`config.mk`:
```
export PLATFORM = sky130hd
export DESIGN_NAME = battery_charge_gauge
export DESIGN_NICKNAME = d
export VERILOG_FILES = /design/src/design/bcg_pkg.sv /design/src/design/bcg_regs.sv /design/src/design/bcg_ctrl.sv /design/src/design/bcg_dp.sv /design/src/design/battery_charge_gauge.sv
export VERILOG_INCLUDE_DIRS = /design/src /design/src/design
export SDC_FILE = /design/constraint.sdc
export NUM_CORES = 1
export LEC_CHECK = 0
export BUFFER_PORTS_ARGS = -buffer_cell sky130_fd_sc_hd__buf_4
export CAP_MARGIN = 20
export CORE_MARGIN = 1.5
export CORE_UTILIZATION = 54
export DETAILED_ROUTE_END_ITERATION = 6
export GPL_ROUTABILITY_DRIVEN = 1
export PLACE_DENSITY_LB_ADDON = 0.25
export SETUP_SLACK_MARGIN = 0.02
export SYNTH_ARGS = -nofsm -noshare
export SYNTH_HDL_FRONTEND = slang
export SYNTH_SLANG_ARGS = --single-unit
```
`constraint.sdc`:
```
create_clock -name clk -period 7.5 [get_ports clk]
set_input_delay 0.75 -clock clk [delete_from_list [all_inputs] [get_ports clk]]
set_output_delay 0.75 -clock clk [all_outputs]
set_load 0.1 [all_outputs]
```
`src/design/battery_charge_gauge_assert.svh`:
```
// assertion macros shared by the battery charge gauge modules
`ifndef BATTERY_CHARGE_GAUGE_ASSERT_SVH
`define BATTERY_CHARGE_GAUGE_ASSERT_SVH
`ifndef NO_ASSERTIONS
// same-cycle implication, checked on every rising clock edge outside reset
`define BCG_ASSERT_NOW(label, ante, cons, msg) \
	label: assert property (@(posedge clk) disable iff (!arst_n) (ante) |-> (cons)) \
		else $error(msg);
// next-cycle implication
`define BCG_ASSERT_NEXT(label, ante, cons, msg) \
	label: assert property (@(posedge clk) disable iff (!arst_n) (ante) |=> (cons)) \
		else $error(msg);
`else
`define BCG_ASSERT_NOW(label, ante, cons, msg)
`define BCG_ASSERT_NEXT(label, ante, cons, msg)
`endif
`endif

```
`src/design/bcg_pkg.sv`:
```
// types, constants and the discharge curve of the battery charge gauge
`timescale 1ns / 1ps
package bcg_pkg;

	// measurement and arithmetic widths
	localparam int VOLTAGE_BITS = 16;
	localparam int CURVE_POINTS = 21;
	localparam int IDX_W        = 5;
	localparam int MV_W         = 13;
	localparam int CMP_W        = (VOLTAGE_BITS > MV_W) ? VOLTAGE_BITS : MV_W;
	localparam int SPAN_W       = 9;
	localparam int NUMER_W      = 11;
	localparam int FRAC_W       = 3;
	localparam int PCT_W        = 7;
	localparam int CHARGE_W     = 8;
	localparam int CELLS_W      = 4;
	localparam int THR_W        = 7;
	localparam int DIV_CNT_W    = $clog2(VOLTAGE_BITS);

	// configuration port
	localparam int CFG_IDX_W  = 3;
	localparam int CFG_DATA_W = 7;

	localparam logic [CFG_IDX_W-1:0] REG_BATTERY_ENABLED = 3'd0;
	localparam logic [CFG_IDX_W-1:0] REG_CELL_COUNT      = 3'd1;
	localparam logic [CFG_IDX_W-1:0] REG_LOW_THRESHOLD   = 3'd2;
	localparam logic [CFG_IDX_W-1:0] REG_CRIT_THRESHOLD  = 3'd3;
	localparam logic [CFG_IDX_W-1:0] REG_HYSTERESIS      = 3'd4;

	localparam logic [THR_W-1:0] RST_LOW_THRESHOLD  = 7'd20;
	localparam logic [THR_W-1:0] RST_CRIT_THRESHOLD = 7'd10;
	localparam logic [THR_W-1:0] RST_HYSTERESIS     = 7'd5;

	// charge codes
	localparam logic [CHARGE_W-1:0] CHARGE_UNKNOWN = 8'hFF;
	localparam logic [PCT_W-1:0]    PCT_FULL       = 7'd100;
	localparam logic [PCT_W-1:0]    PCT_EMPTY      = 7'd0;

	// configuration register file contents
	typedef struct packed {
		logic                   battery_enabled;
		logic [CELLS_W-1:0]     cell_count;
		logic [THR_W-1:0]       low_threshold_pct;
		logic [THR_W-1:0]       critical_threshold_pct;
		logic [THR_W-1:0]       hysteresis_pct;
	} bcg_cfg_t;

	// controller to datapath commands
	typedef struct packed {
		logic cap;
		logic set_unknown;
		logic div1_start;
		logic div_step;
		logic eval;
		logic srch_step;
		logic div2_start;
		logic interp;
		logic commit;
	} bcg_cmd_t;

	// datapath to controller status
	typedef struct packed {
		logic known;
		logic div_last;
		logic clamp;
		logic srch_done;
		logic out_free;
	} bcg_sts_t;

	// per-cell voltage of each curve point, highest first
	function automatic logic [MV_W-1:0] curve_mv_at(input logic [IDX_W-1:0] idx);
		logic [MV_W-1:0] mv;
		case (idx)
			5'd0:    mv = 13'd4200;
			5'd1:    mv = 13'd4150;
			5'd2:    mv = 13'd4110;
			5'd3:    mv = 13'd4080;
			5'd4:    mv = 13'd4020;
			5'd5:    mv = 13'd3980;
			5'd6:    mv = 13'd3950;
			5'd7:    mv = 13'd3910;
			5'd8:    mv = 13'd3870;
			5'd9:    mv = 13'd3850;
			5'd10:   mv = 13'd3840;
			5'd11:   mv = 13'd3820;
			5'd12:   mv = 13'd3800;
			5'd13:   mv = 13'd3790;
			5'd14:   mv = 13'd3770;
			5'd15:   mv = 13'd3750;
			5'd16:   mv = 13'd3730;
			5'd17:   mv = 13'd3710;
			5'd18:   mv = 13'd3690;
			5'd19:   mv = 13'd3610;
			5'd20:   mv = 13'd3270;
			default: mv = 13'd0;
		endcase
		return mv;
	endfunction

	// charge percent of each curve point
	function automatic logic [PCT_W-1:0] curve_pct_at(input logic [IDX_W-1:0] idx);
		logic [PCT_W-1:0] pct;
		case (idx)
			5'd0:    pct = 7'd100;
			5'd1:    pct = 7'd95;
			5'd2:    pct = 7'd90;
			5'd3:    pct = 7'd85;
			5'd4:    pct = 7'd80;
			5'd5:    pct = 7'd75;
			5'd6:    pct = 7'd70;
			5'd7:    pct = 7'd65;
			5'd8:    pct = 7'd60;
			5'd9:    pct = 7'd55;
			5'd10:   pct = 7'd50;
			5'd11:   pct = 7'd45;
			5'd12:   pct = 7'd40;
			5'd13:   pct = 7'd35;
			5'd14:   pct = 7'd30;
			5'd15:   pct = 7'd25;
			5'd16:   pct = 7'd20;
			5'd17:   pct = 7'd15;
			5'd18:   pct = 7'd10;
			5'd19:   pct = 7'd5;
			5'd20:   pct = 7'd0;
			default: pct = 7'd0;
		endcase
		return pct;
	endfunction

endpackage

```
`src/design/bcg_regs.sv`:
```
// configuration registers and latch clear pulse
`timescale 1ns / 1ps
module bcg_regs (
	input  logic                           clk,
	input  logic                           arst_n,
	input  logic                           cfg_valid,
	output logic                           cfg_ready,
	input  logic [bcg_pkg::CFG_IDX_W-1:0]  cfg_index,
	input  logic [bcg_pkg::CFG_DATA_W-1:0] cfg_data,
	output bcg_pkg::bcg_cfg_t              cfg,
	output logic                           lat_clr
);
	import bcg_pkg::*;

	bcg_cfg_t cfg_q;
	logic     wr;

	// writes are always taken
	assign cfg_ready = 1'b1;
	assign wr        = cfg_valid && cfg_ready;

	// register file
	always_ff @(posedge clk or negedge arst_n) begin
		if (!arst_n) begin
			cfg_q.battery_enabled        <= 1'b0;
			cfg_q.cell_count             <= '0;
			cfg_q.low_threshold_pct      <= RST_LOW_THRESHOLD;
			cfg_q.critical_threshold_pct <= RST_CRIT_THRESHOLD;
			cfg_q.hysteresis_pct         <= RST_HYSTERESIS;
		end else if (wr) begin
			case (cfg_index)
				REG_BATTERY_ENABLED: cfg_q.battery_enabled        <= cfg_data[0];
				REG_CELL_COUNT:      cfg_q.cell_count             <= cfg_data[CELLS_W-1:0];
				REG_LOW_THRESHOLD:   cfg_q.low_threshold_pct      <= cfg_data[THR_W-1:0];
				REG_CRIT_THRESHOLD:  cfg_q.critical_threshold_pct <= cfg_data[THR_W-1:0];
				REG_HYSTERESIS:      cfg_q.hysteresis_pct         <= cfg_data[THR_W-1:0];
				default: ;
			endcase
		end
	end

	// battery register writes re-arm both events, hysteresis does not
	always_comb begin
		lat_clr = 1'b0;
		if (wr) begin
			case (cfg_index)
				REG_BATTERY_ENABLED,
				REG_CELL_COUNT,
				REG_LOW_THRESHOLD,
				REG_CRIT_THRESHOLD: lat_clr = 1'b1;
				default:            lat_clr = 1'b0;
			endcase
		end
	end

	assign cfg = cfg_q;

endmodule

```
`src/design/bcg_ctrl.sv`:
```
// sequencing state machine of the battery charge gauge
`timescale 1ns / 1ps
`include "battery_charge_gauge_assert.svh"
module bcg_ctrl (
	input  logic              clk,
	input  logic              arst_n,
	input  logic              in_valid,
	output logic              in_stall,
	input  bcg_pkg::bcg_sts_t sts,
	output bcg_pkg::bcg_cmd_t cmd
);
	import bcg_pkg::*;

	localparam logic [2:0] S_IDLE   = 3'd0;
	localparam logic [2:0] S_CHECK  = 3'd1;
	localparam logic [2:0] S_DIV1   = 3'd2;
	localparam logic [2:0] S_EVAL   = 3'd3;
	localparam logic [2:0] S_SRCH   = 3'd4;
	localparam logic [2:0] S_DIV2   = 3'd5;
	localparam logic [2:0] S_INTERP = 3'd6;
	localparam logic [2:0] S_COMMIT = 3'd7;

	logic [2:0] state_q;
	logic [2:0] state_d;

	// one transaction in flight at a time
	assign in_stall = (state_q != S_IDLE);

	// next state and commands
	always_comb begin
		state_d = state_q;
		cmd     = '0;
		case (state_q)
			S_IDLE: begin
				if (in_valid) begin
					cmd.cap = 1'b1;
					state_d = S_CHECK;
				end
			end
			S_CHECK: begin
				if (sts.known) begin
					cmd.div1_start = 1'b1;
					state_d        = S_DIV1;
				end else begin
					cmd.set_unknown = 1'b1;
					state_d         = S_COMMIT;
				end
			end
			S_DIV1: begin
				cmd.div_step = 1'b1;
				if (sts.div_last) begin
					state_d = S_EVAL;
				end
			end
			S_EVAL: begin
				cmd.eval = 1'b1;
				state_d  = sts.clamp ? S_COMMIT : S_SRCH;
			end
			S_SRCH: begin
				if (sts.srch_done) begin
					cmd.div2_start = 1'b1;
					state_d        = S_DIV2;
				end else begin
					cmd.srch_step = 1'b1;
				end
			end
			S_DIV2: begin
				cmd.div_step = 1'b1;
				if (sts.div_last) begin
					state_d = S_INTERP;
				end
			end
			S_INTERP: begin
				cmd.interp = 1'b1;
				state_d    = S_COMMIT;
			end
			S_COMMIT: begin
				if (sts.out_free) begin
					cmd.commit = 1'b1;
					state_d    = S_IDLE;
				end
			end
			default: state_d = S_IDLE;
		endcase
	end

	// state register
	always_ff @(posedge clk or negedge arst_n) begin
		if (!arst_n) begin
			state_q <= S_IDLE;
		end else begin
			state_q <= state_d;
		end
	end

	// checks
	`BCG_ASSERT_NOW(a_commit_free, cmd.commit, sts.out_free, "result written over a pending one")
	`BCG_ASSERT_NEXT(a_accept_check, in_valid && !in_stall, state_q == S_CHECK, "accept not followed by check")

endmodule

```
`src/design/bcg_dp.sv`:
```
// datapath: shared divider, curve search, interpolation, event latches, output register
`timescale 1ns / 1ps
`include "battery_charge_gauge_assert.svh"
module bcg_dp (
	input  logic                             clk,
	input  logic                             arst_n,
	input  bcg_pkg::bcg_cmd_t                cmd,
	output bcg_pkg::bcg_sts_t                sts,
	input  bcg_pkg::bcg_cfg_t                cfg,
	input  logic                             lat_clr,
	input  logic [bcg_pkg::VOLTAGE_BITS-1:0] pack_mv,
	input  logic                             reading_valid,
	input  logic                             on_battery,
	output logic                             out_valid,
	input  logic                             out_stall,
	output logic [bcg_pkg::CHARGE_W-1:0]     charge_pct,
	output logic                             critical_event,
	output logic                             low_event
);
	import bcg_pkg::*;

	// captured transaction
	logic [VOLTAGE_BITS-1:0] mv_q;
	logic                    rd_valid_q;
	logic                    on_bat_q;
	logic                    known_q;

	// shared restoring divider
	logic [SPAN_W-1:0]       rem_q;
	logic [SPAN_W-1:0]       dsr_q;
	logic [VOLTAGE_BITS-1:0] quo_q;
	logic [DIV_CNT_W-1:0]    cnt_q;
	logic [SPAN_W:0]         trial;
	logic [SPAN_W:0]         trial_sub;
	logic                    fits;

	// curve search
	logic [IDX_W-1:0]        lo_q;
	logic [IDX_W-1:0]        hi_q;
	logic [IDX_W:0]          mid_sum;
	logic [IDX_W-1:0]        mid;
	logic [CMP_W-1:0]        cell_cmp;
	logic                    clamp_hi;
	logic                    clamp_lo;

	// interpolation operands
	logic [CMP_W-1:0]        diff_full;
	logic [SPAN_W-1:0]       diff;
	logic [NUMER_W-1:0]      numer;
	logic [MV_W-1:0]         span_full;

	// charge and latches
	logic [CHARGE_W-1:0]     charge_q;
	logic [PCT_W-1:0]        pct;
	logic                    crit_latch_q;
	logic                    low_latch_q;
	logic                    crit_fire;
	logic                    low_fire;
	logic                    crit_rearm;
	logic                    low_rearm;

	// output register
	logic                    out_valid_q;
	logic [CHARGE_W-1:0]     charge_pct_q;
	logic                    crit_ev_q;
	logic                    low_ev_q;

	// input capture
	always_ff @(posedge clk) begin
		if (cmd.cap) begin
			mv_q       <= pack_mv;
			rd_valid_q <= reading_valid;
			on_bat_q   <= on_battery;
		end
	end

	// one quotient bit per step
	assign trial     = {rem_q, quo_q[VOLTAGE_BITS-1]};
	assign fits      = trial >= {1'b0, dsr_q};
	assign trial_sub = trial - {1'b0, dsr_q};

	// search midpoint and bounds on the per-cell voltage
	assign cell_cmp = CMP_W'(quo_q);
	assign mid_sum  = {1'b0, lo_q} + {1'b0, hi_q};
	assign mid      = mid_sum[IDX_W:1];
	assign clamp_hi = cell_cmp >= CMP_W'(curve_mv_at(IDX_W'(0)));
	assign clamp_lo = cell_cmp <= CMP_W'(curve_mv_at(IDX_W'(CURVE_POINTS - 1)));

	// offset into the segment times the five-percent step, and segment width
	assign diff_full = cell_cmp - CMP_W'(curve_mv_at(lo_q));
	assign diff      = diff_full[SPAN_W-1:0];
	assign numer     = (NUMER_W'(diff) << 2) + NUMER_W'(diff);
	assign span_full = curve_mv_at(lo_q - IDX_W'(1)) - curve_mv_at(lo_q);

	// divider, search and charge registers
	always_ff @(posedge clk) begin
		if (cmd.div1_start) begin
			rem_q <= '0;
			dsr_q <= SPAN_W'(cfg.cell_count);
			quo_q <= mv_q;
			cnt_q <= DIV_CNT_W'(VOLTAGE_BITS - 1);
		end else if (cmd.div2_start) begin
			rem_q <= '0;
			dsr_q <= span_full[SPAN_W-1:0];
			quo_q <= VOLTAGE_BITS'(numer);
			cnt_q <= DIV_CNT_W'(VOLTAGE_BITS - 1);
		end else if (cmd.div_step) begin
			rem_q <= fits ? trial_sub[SPAN_W-1:0] : trial[SPAN_W-1:0];
			quo_q <= {quo_q[VOLTAGE_BITS-2:0], fits};
			cnt_q <= cnt_q - DIV_CNT_W'(1);
		end
		if (cmd.eval) begin
			lo_q <= IDX_W'(1);
			hi_q <= IDX_W'(CURVE_POINTS - 1);
		end else if (cmd.srch_step) begin
			if (cell_cmp >= CMP_W'(curve_mv_at(mid))) begin
				hi_q <= mid;
			end else begin
				lo_q <= mid + IDX_W'(1);
			end
		end
		if (cmd.set_unknown) begin
			charge_q <= CHARGE_UNKNOWN;
			known_q  <= 1'b0;
		end else if (cmd.div1_start) begin
			known_q  <= 1'b1;
		end else if (cmd.eval) begin
			charge_q <= CHARGE_W'(clamp_hi ? PCT_FULL : PCT_EMPTY);
		end else if (cmd.interp) begin
			charge_q <= CHARGE_W'(curve_pct_at(lo_q)) + CHARGE_W'(quo_q[FRAC_W-1:0]);
		end
	end

	// latch decisions, critical and low see the same charge
	assign pct        = charge_q[PCT_W-1:0];
	assign crit_fire  = !crit_latch_q && (pct <= cfg.critical_threshold_pct);
	assign low_fire   = !low_latch_q && (pct <= cfg.low_threshold_pct);
	assign crit_rearm = crit_latch_q && ({1'b0, pct} >=
		{1'b0, cfg.critical_threshold_pct} + {1'b0, cfg.hysteresis_pct});
	assign low_rearm  = low_latch_q && ({1'b0, pct} >=
		{1'b0, cfg.low_threshold_pct} + {1'b0, cfg.hysteresis_pct});

	// event latches
	always_ff @(posedge clk or negedge arst_n) begin
		if (!arst_n) begin
			crit_latch_q <= 1'b0;
			low_latch_q  <= 1'b0;
		end else if (lat_clr) begin
			crit_latch_q <= 1'b0;
			low_latch_q  <= 1'b0;
		end else if (cmd.commit && known_q) begin
			if (crit_fire) begin
				crit_latch_q <= 1'b1;
			end else if (crit_rearm) begin
				crit_latch_q <= 1'b0;
			end
			if (low_fire) begin
				low_latch_q <= 1'b1;
			end else if (low_rearm) begin
				low_latch_q <= 1'b0;
			end
		end
	end

	// output valid
	always_ff @(posedge clk or negedge arst_n) begin
		if (!arst_n) begin
			out_valid_q <= 1'b0;
		end else if (cmd.commit) begin
			out_valid_q <= 1'b1;
		end else if (!out_stall) begin
			out_valid_q <= 1'b0;
		end
	end

	// output payload
	always_ff @(posedge clk) begin
		if (cmd.commit) begin
			charge_pct_q <= charge_q;
			crit_ev_q    <= known_q && crit_fire;
			low_ev_q     <= known_q && low_fire;
		end
	end

	assign out_valid      = out_valid_q;
	assign charge_pct     = charge_pct_q;
	assign critical_event = crit_ev_q;
	assign low_event      = low_ev_q;

	// status to the controller
	assign sts.known     = on_bat_q && rd_valid_q && cfg.battery_enabled &&
		(cfg.cell_count != '0);
	assign sts.div_last  = (cnt_q == '0);
	assign sts.clamp     = clamp_hi || clamp_lo;
	assign sts.srch_done = (lo_q == hi_q);
	assign sts.out_free  = !out_valid_q || !out_stall;

	// checks
	`BCG_ASSERT_NOW(a_unknown_quiet, out_valid && (charge_pct == CHARGE_UNKNOWN), !critical_event && !low_event, "event with unknown charge")
	`BCG_ASSERT_NOW(a_charge_range, out_valid, (charge_pct <= CHARGE_W'(PCT_FULL)) || (charge_pct == CHARGE_UNKNOWN), "charge out of range")
	`BCG_ASSERT_NOW(a_search_order, cmd.srch_step, lo_q < hi_q, "search bounds crossed")

endmodule

```
`src/design/battery_charge_gauge.sv`:
```
// top level of the battery charge gauge
`timescale 1ns / 1ps
// One transaction in gives one transaction out: the pack voltage is divided by
// the cell count, mapped through a 21-point LiPo curve with linear interpolation
// and checked against the critical and low event latches. An item whose charge is
// unknown (not on battery, disabled, zero cells, invalid reading) goes from the
// check straight to the commit and reports 255. A reading clamped at the ends of
// the curve is divided once and skips the search; any other reading runs the
// 16-step restoring divider, shared by the per-cell division and the
// interpolation, twice, with a binary search over the curve between the runs.
// Items are taken one at a time; the finished result sits in an output register,
// so the next item is accepted while it waits. Configuration writes are accepted
// in every cycle and belong only to idle periods.
module battery_charge_gauge (
	input  logic                             clk,
	input  logic                             arst_n,
	input  logic                             in_valid,
	output logic                             in_stall,
	input  logic [bcg_pkg::VOLTAGE_BITS-1:0] pack_mv,
	input  logic                             reading_valid,
	input  logic                             on_battery,
	output logic                             out_valid,
	input  logic                             out_stall,
	output logic [bcg_pkg::CHARGE_W-1:0]     charge_pct,
	output logic                             critical_event,
	output logic                             low_event,
	input  logic                             cfg_valid,
	output logic                             cfg_ready,
	input  logic [bcg_pkg::CFG_IDX_W-1:0]    cfg_index,
	input  logic [bcg_pkg::CFG_DATA_W-1:0]   cfg_data
);
	import bcg_pkg::*;

	bcg_cfg_t cfg;
	bcg_cmd_t cmd;
	bcg_sts_t sts;
	logic     lat_clr;

	// configuration registers
	bcg_regs u_regs (
		.clk       (clk),
		.arst_n    (arst_n),
		.cfg_valid (cfg_valid),
		.cfg_ready (cfg_ready),
		.cfg_index (cfg_index),
		.cfg_data  (cfg_data),
		.cfg       (cfg),
		.lat_clr   (lat_clr)
	);

	// controller
	bcg_ctrl u_ctrl (
		.clk      (clk),
		.arst_n   (arst_n),
		.in_valid (in_valid),
		.in_stall (in_stall),
		.sts      (sts),
		.cmd      (cmd)
	);

	// datapath
	bcg_dp u_dp (
		.clk            (clk),
		.arst_n         (arst_n),
		.cmd            (cmd),
		.sts            (sts),
		.cfg            (cfg),
		.lat_clr        (lat_clr),
		.pack_mv        (pack_mv),
		.reading_valid  (reading_valid),
		.on_battery     (on_battery),
		.out_valid      (out_valid),
		.out_stall      (out_stall),
		.charge_pct     (charge_pct),
		.critical_event (critical_event),
		.low_event      (low_event)
	);

endmodule

```
---- After elaboration in Yosys (flattened, before gate mapping) ----
Memory sizes are Yosys's and may differ from the RTL's. A register that Yosys moved wholly into a read port is not among the register bits.
Cells that the tools add are included.
word-level totals
  flip-flop bits (word level) ............. 117
  memory bits (read-only) ................. 1760
  logic and storage cells ................. 163
  memories kept ........................... 5
memories
  memory            words  bits a word  rd ports  clocked after memory_dff  write ports  RTL line        text
  (name not given)  32     12           1         0                         0            bcg_pkg.sv:73   case (idx)
  (name not given)  32     12           1         1                         0            bcg_pkg.sv:73
  (name not given)  32     12           1         0                         0            bcg_pkg.sv:73
  (name not given)  32     12           1         1                         0            bcg_pkg.sv:73
  (name not given)  32     7            1         1                         0            bcg_pkg.sv:103  case (idx)
operators by class
  $add $sub $neg .......................... 11
  $lt $le $gt $ge ......................... 8
  equality and inequality tests ........... 18
  multiplexer cells ....................... 54
  bitwise operators ....................... 2
  reduce and logical (&&, ||, !) cells .... 41
operator list
  cell                  number
  $mux 16               3
  $mux 7                5
  $mux 5                6
  $sub 9x9->9           3
  $mux 13               2
  $pmux 3 s8            1
  $mux 1                23
  $reduce_and 2->1      10
  $mux 3                6
  $add 7x7->8           2
  $ge 16x13->1          1
  $ge 16x13->1 const B  1
  $ge 7x8->1            2
  $le 16x12->1 const B  1
  $mux 8                2
  $eq 3x3->1 const B    5
  $le 7x7->1            2
  $eq 3x2->1 const B    4
  $reduce_bool 3->1     4
  $add 11x9->11         1
  $ge 10x9->1           1
  $logic_and 1x1->1     10
  $ne 2x2->1 const B    5
  $mux 9                1
  other kinds (20)      33

---- Longest topological paths before layout ----
  word-level depth ........................ 10
  gate-level depth with buffers ........... 25
  gate-level depth less buffers ........... 23

---- Modules after synthesis ----
A second synthesis with hierarchy kept.
unflattened totals
  cells, all modules ...................... 1027
  area total of the unflattened synthesis .. 9615.5 um2
by module, submodules not included
  module    times used  cells each  area an instance (um2)
  bcg_dp    1           931         8231.6
  bcg_regs  1           62          1108.6
  bcg_ctrl  1           34          275.3

---- Least setup slack after synthesis ----
OpenSTA, ideal clock, no wires.
  kind .................................... register -> register
  start point ............................. register u_dp.lo_q[1]
  end point ............................... register with a tool-made name
  arrival time ............................ 5.242 ns
  data required time ...................... 7.426 ns
  setup slack ............................. 2.184 ns
  stages on the path, launching flop included .. 21
  path buffers ............................ 4
  cells stage by stage .................... dfxtp_1 clkbuf_1 inv_1 fa_1 clkbuf_1 inv_1 ha_1 mux4_2 a21oi_1 ha_1 and2_1 o311a_1 or3_1 buf_6 mux2i_4 ha_1 buf_1 nand2b_1 mux2i_1 a21oi_1 a31oi_1
RTL lines
  item                      RTL line       text
  start: declaration        bcg_dp.sv:38   logic [IDX_W-1:0] lo_q;
  start signal: assignment  bcg_dp.sv:119  lo_q <= mid + IDX_W'(1);

==> out/metrics.cfg <==
[clocking]
root_buffer=clkbuf_16
ctsResizeCount=0
clock_path_buffers=2
cts.sink_count=132
cts_hold_buf=0
clk_latency_ps=430
htreeDepth=4
path_clk_slew_ps=60
cts_made_buffers=17
cts_tree=yes
postCtsSetupBuffers=0

[global_route]
grtUsageTotal=0.254
grt_pass1_wl_mm=35.7
grt_busiest_layer=met2
grt_use_met3=0.0465
grt_overflow_total=0
grt_start_max_net_pins=33
grt_antenna_before_repair=0
gr-usage-met1=0.353
use_met2=0.401
first_global_vias=6989

[worst_setup_path]
end_kind=flop
critical_path_buf_inv_count=3
path_max_fanout=18
cp-start-kind=flop
path_class=reg -> reg
regToRegStartpoint=u_dp.lo_q[1]
path_delay_family=adder cells
critPathMaxStageDelay_ps=710
critPathRequiredTime_ps=7760
crit_slowest_cell=or3_1
cp.arrival_ps=6450
crit_chain=inv_1 > fa_1 > xor2_1 > inv_1 > ha_1 > mux4_2 > a21oi_1 > ha_1 > nand2_1 > a21oi_1 > o311a_1 > or3_1 > nand3_1 > o21a_1 > inv_1 > ha_1 > nor2_1 > mux2i_1 > a21oi_1 > a31oi_1
reg2reg_slack_ps=1320
r2r_cells=20

[synthesis]
syn_avg_cell_area_um2=9.39
synth_ff_type=dfxtp_1
synth_edf_count=48
ys_seq_elements=132
syn_area_um2=9260
ys_types=79
async_flop_share=0.242
synthesis.nets=1141
yosysWarnings=0
syn_inst=986
seq_area_frac_synth=0.355

[route]
viasPerCell=5.90
vias=7403
dr.pass1.iters=6
drc_errors=0
drtIter0Drc=633
wirelength_mm=22.2
avgRoutedWirePerCell_um=17.7
ant_nets=0

[timing]
hold_violations=0
fmax_mhz=162
skew_ps=12.4
setup-tns-final_ps=0
worst_pin_slew_ps=1070
setup_viol=0
slew_violations=0
period_share=0.825
finalCriticalPeriod_ps=6180
rsz0062_at_grt=no
slew_headroom=0.277

[die]
rows=47
pin_count=46
die_x_um=134
die_y_um=134
start_util=0.556
dieArea_um2=17900
coreArea_um2=16600

[place]
dp_hpwl_mm=16.5
gp_congestion=0.932
io_buffer_count=44

[cells_and_area]
final_nets=1176
drive_above_1_share=0.115
antenna_cells=0
syn_to_final_growth_pct=11.4

[outcome]
status=finished clean

[worst_hold_path]
worstHoldPathType=in -> async

[run]
cap_violations=0

==> synthesized netlist by cell type, types with 3 or more instances <==
| master | count | area, um^2 |
|---|---|---|
| a211oi_1 | 8 | 60.1 |
| a21o_1 | 25 | 188 |
| a21oi_1 | 74 | 370 |
| a221o_1 | 4 | 40.0 |
| a22o_1 | 10 | 87.6 |
| a22oi_1 | 12 | 90.1 |
| a31oi_1 | 9 | 56.3 |
| and2_1 | 3 | 18.8 |
| and3_1 | 5 | 31.3 |
| buf_4 | 3 | 22.5 |
| buf_6 | 3 | 33.8 |
| clkbuf_1 | 27 | 101 |
| clkinv_1 | 3 | 11.3 |
| dfrtp_1 | 26 | 651 |
| dfstp_2 | 6 | 158 |
| dfxtp_1 | 52 | 1040 |
| edfxtp_1 | 48 | 1440 |
| fa_1 | 8 | 160 |
| ha_1 | 114 | 1430 |
| inv_1 | 74 | 278 |
| mux2_2 | 20 | 225 |
| mux2i_1 | 16 | 160 |
| nand2_1 | 77 | 289 |
| nand2b_1 | 11 | 68.8 |
| nand3_1 | 27 | 135 |
| nand4_1 | 6 | 37.5 |
| nor2_1 | 64 | 240 |
| nor2b_1 | 14 | 87.6 |
| nor3_1 | 15 | 75.1 |
| nor4_1 | 4 | 25.0 |
| o211ai_1 | 8 | 60.1 |
| o21a_1 | 14 | 105 |
| o21ai_0 | 61 | 305 |
| o21bai_1 | 10 | 75.1 |
| o221ai_1 | 3 | 26.3 |
| o22ai_1 | 12 | 75.1 |
| o31a_1 | 3 | 26.3 |
| o31ai_1 | 5 | 37.5 |
| o32ai_1 | 3 | 26.3 |
| xnor2_1 | 33 | 289 |
| xor2_1 | 15 | 131 |
==> worst max path at each step <==
| stage | slack (ps) | end | depth (start not counted) | startpoint |
|---|---|---|---|---|
| 4_1_cts | 1370 | flop | 20 | u_dp.lo_q[1] |
| 3_3_place_gp | 1560 | flop | 20 | u_dp.lo_q[1] |
| 3_5_place_dp | 1380 | flop | 20 | u_dp.lo_q[1] |
| 6_report | 1320 | flop | 20 | u_dp.lo_q[1] |
| 5_1_grt | 820 | flop | 21 | u_dp.lo_q[1] |
| 2_1_floorplan | 2180 | flop | 20 | u_dp.lo_q[1] |
==> cells by family (layout without fill, tap and decap cells) <==
| kind of cell | count (synthesis) | after routing | synth area share |
|---|---|---|---|
| other | 1 | 1 | 0.000405 |
| xor gates and xnor gates | 48 | 48 | 0.0454 |
| and+or+nand+nor | 238 | 238 | 0.120 |
| buffers and inverters | 115 | 163 | 0.0508 |
| adders and majority gates | 122 | 122 | 0.171 |
| muxes | 40 | 40 | 0.0513 |
| AOI/OAI and AO/OA | 290 | 290 | 0.206 |
| DFF | 132 | 132 | 0.355 |
==> cell type report <==
type,instances,area [um^2]
clock inverters,10,109
repair buffers,52,390
fillers,1404,6330
inverters,79,299
well taps,220,275
flip-flops and latches,132,3290
multi-input cells,739,5510
clock buffers,22,444
==> cells in the final DEF (no fill, tap or decap), drive strengths merged, types with 10 or more instances in the layout <==
| master | instances |
|---|---|
| ha | 114 |
| nand2 | 77 |
| inv | 77 |
| a21oi | 75 |
| nor2 | 65 |
| o21ai | 62 |
| dfxtp | 52 |
| buf | 52 |
| edfxtp | 48 |
| xnor2 | 33 |
| nand3 | 27 |
| dfrtp | 26 |
| a21o | 25 |
| clkbuf | 22 |
| mux2 | 20 |
| mux2i | 18 |
| xor2 | 15 |
| nor3 | 15 |
| o21a | 14 |
| nor2b | 14 |
| o22ai | 12 |
| a22oi | 12 |
| nand2b | 11 |
| o21bai | 10 |
| a22o | 10 |
==> routing by layer <==
layer,vias to the layer above,share of wire
li1,3673,-
met1,3508,0.48
met2,186,0.45
met3,36,0.046
met4,0,0.022
met5,-,0
==> per-stage QoR <==
stage	setup WS [ps]	util	area, um^2	instances	hold WS (ps)
3_5_place_dp	1380	0.587	9760	1222	437
4_1_cts	1370	0.620	10300	1254	262
3_3_place_gp	1560	0.587	9760	1222	434
6_report	1320	0.620	10300	1254	257
2_1_floorplan	2180	-	9260	986	408
5_1_grt	819	0.620	10300	1254	279
Power is not shown: default switching activity piles up to over one toggle a cycle in this logic, so the estimate is an artifact.
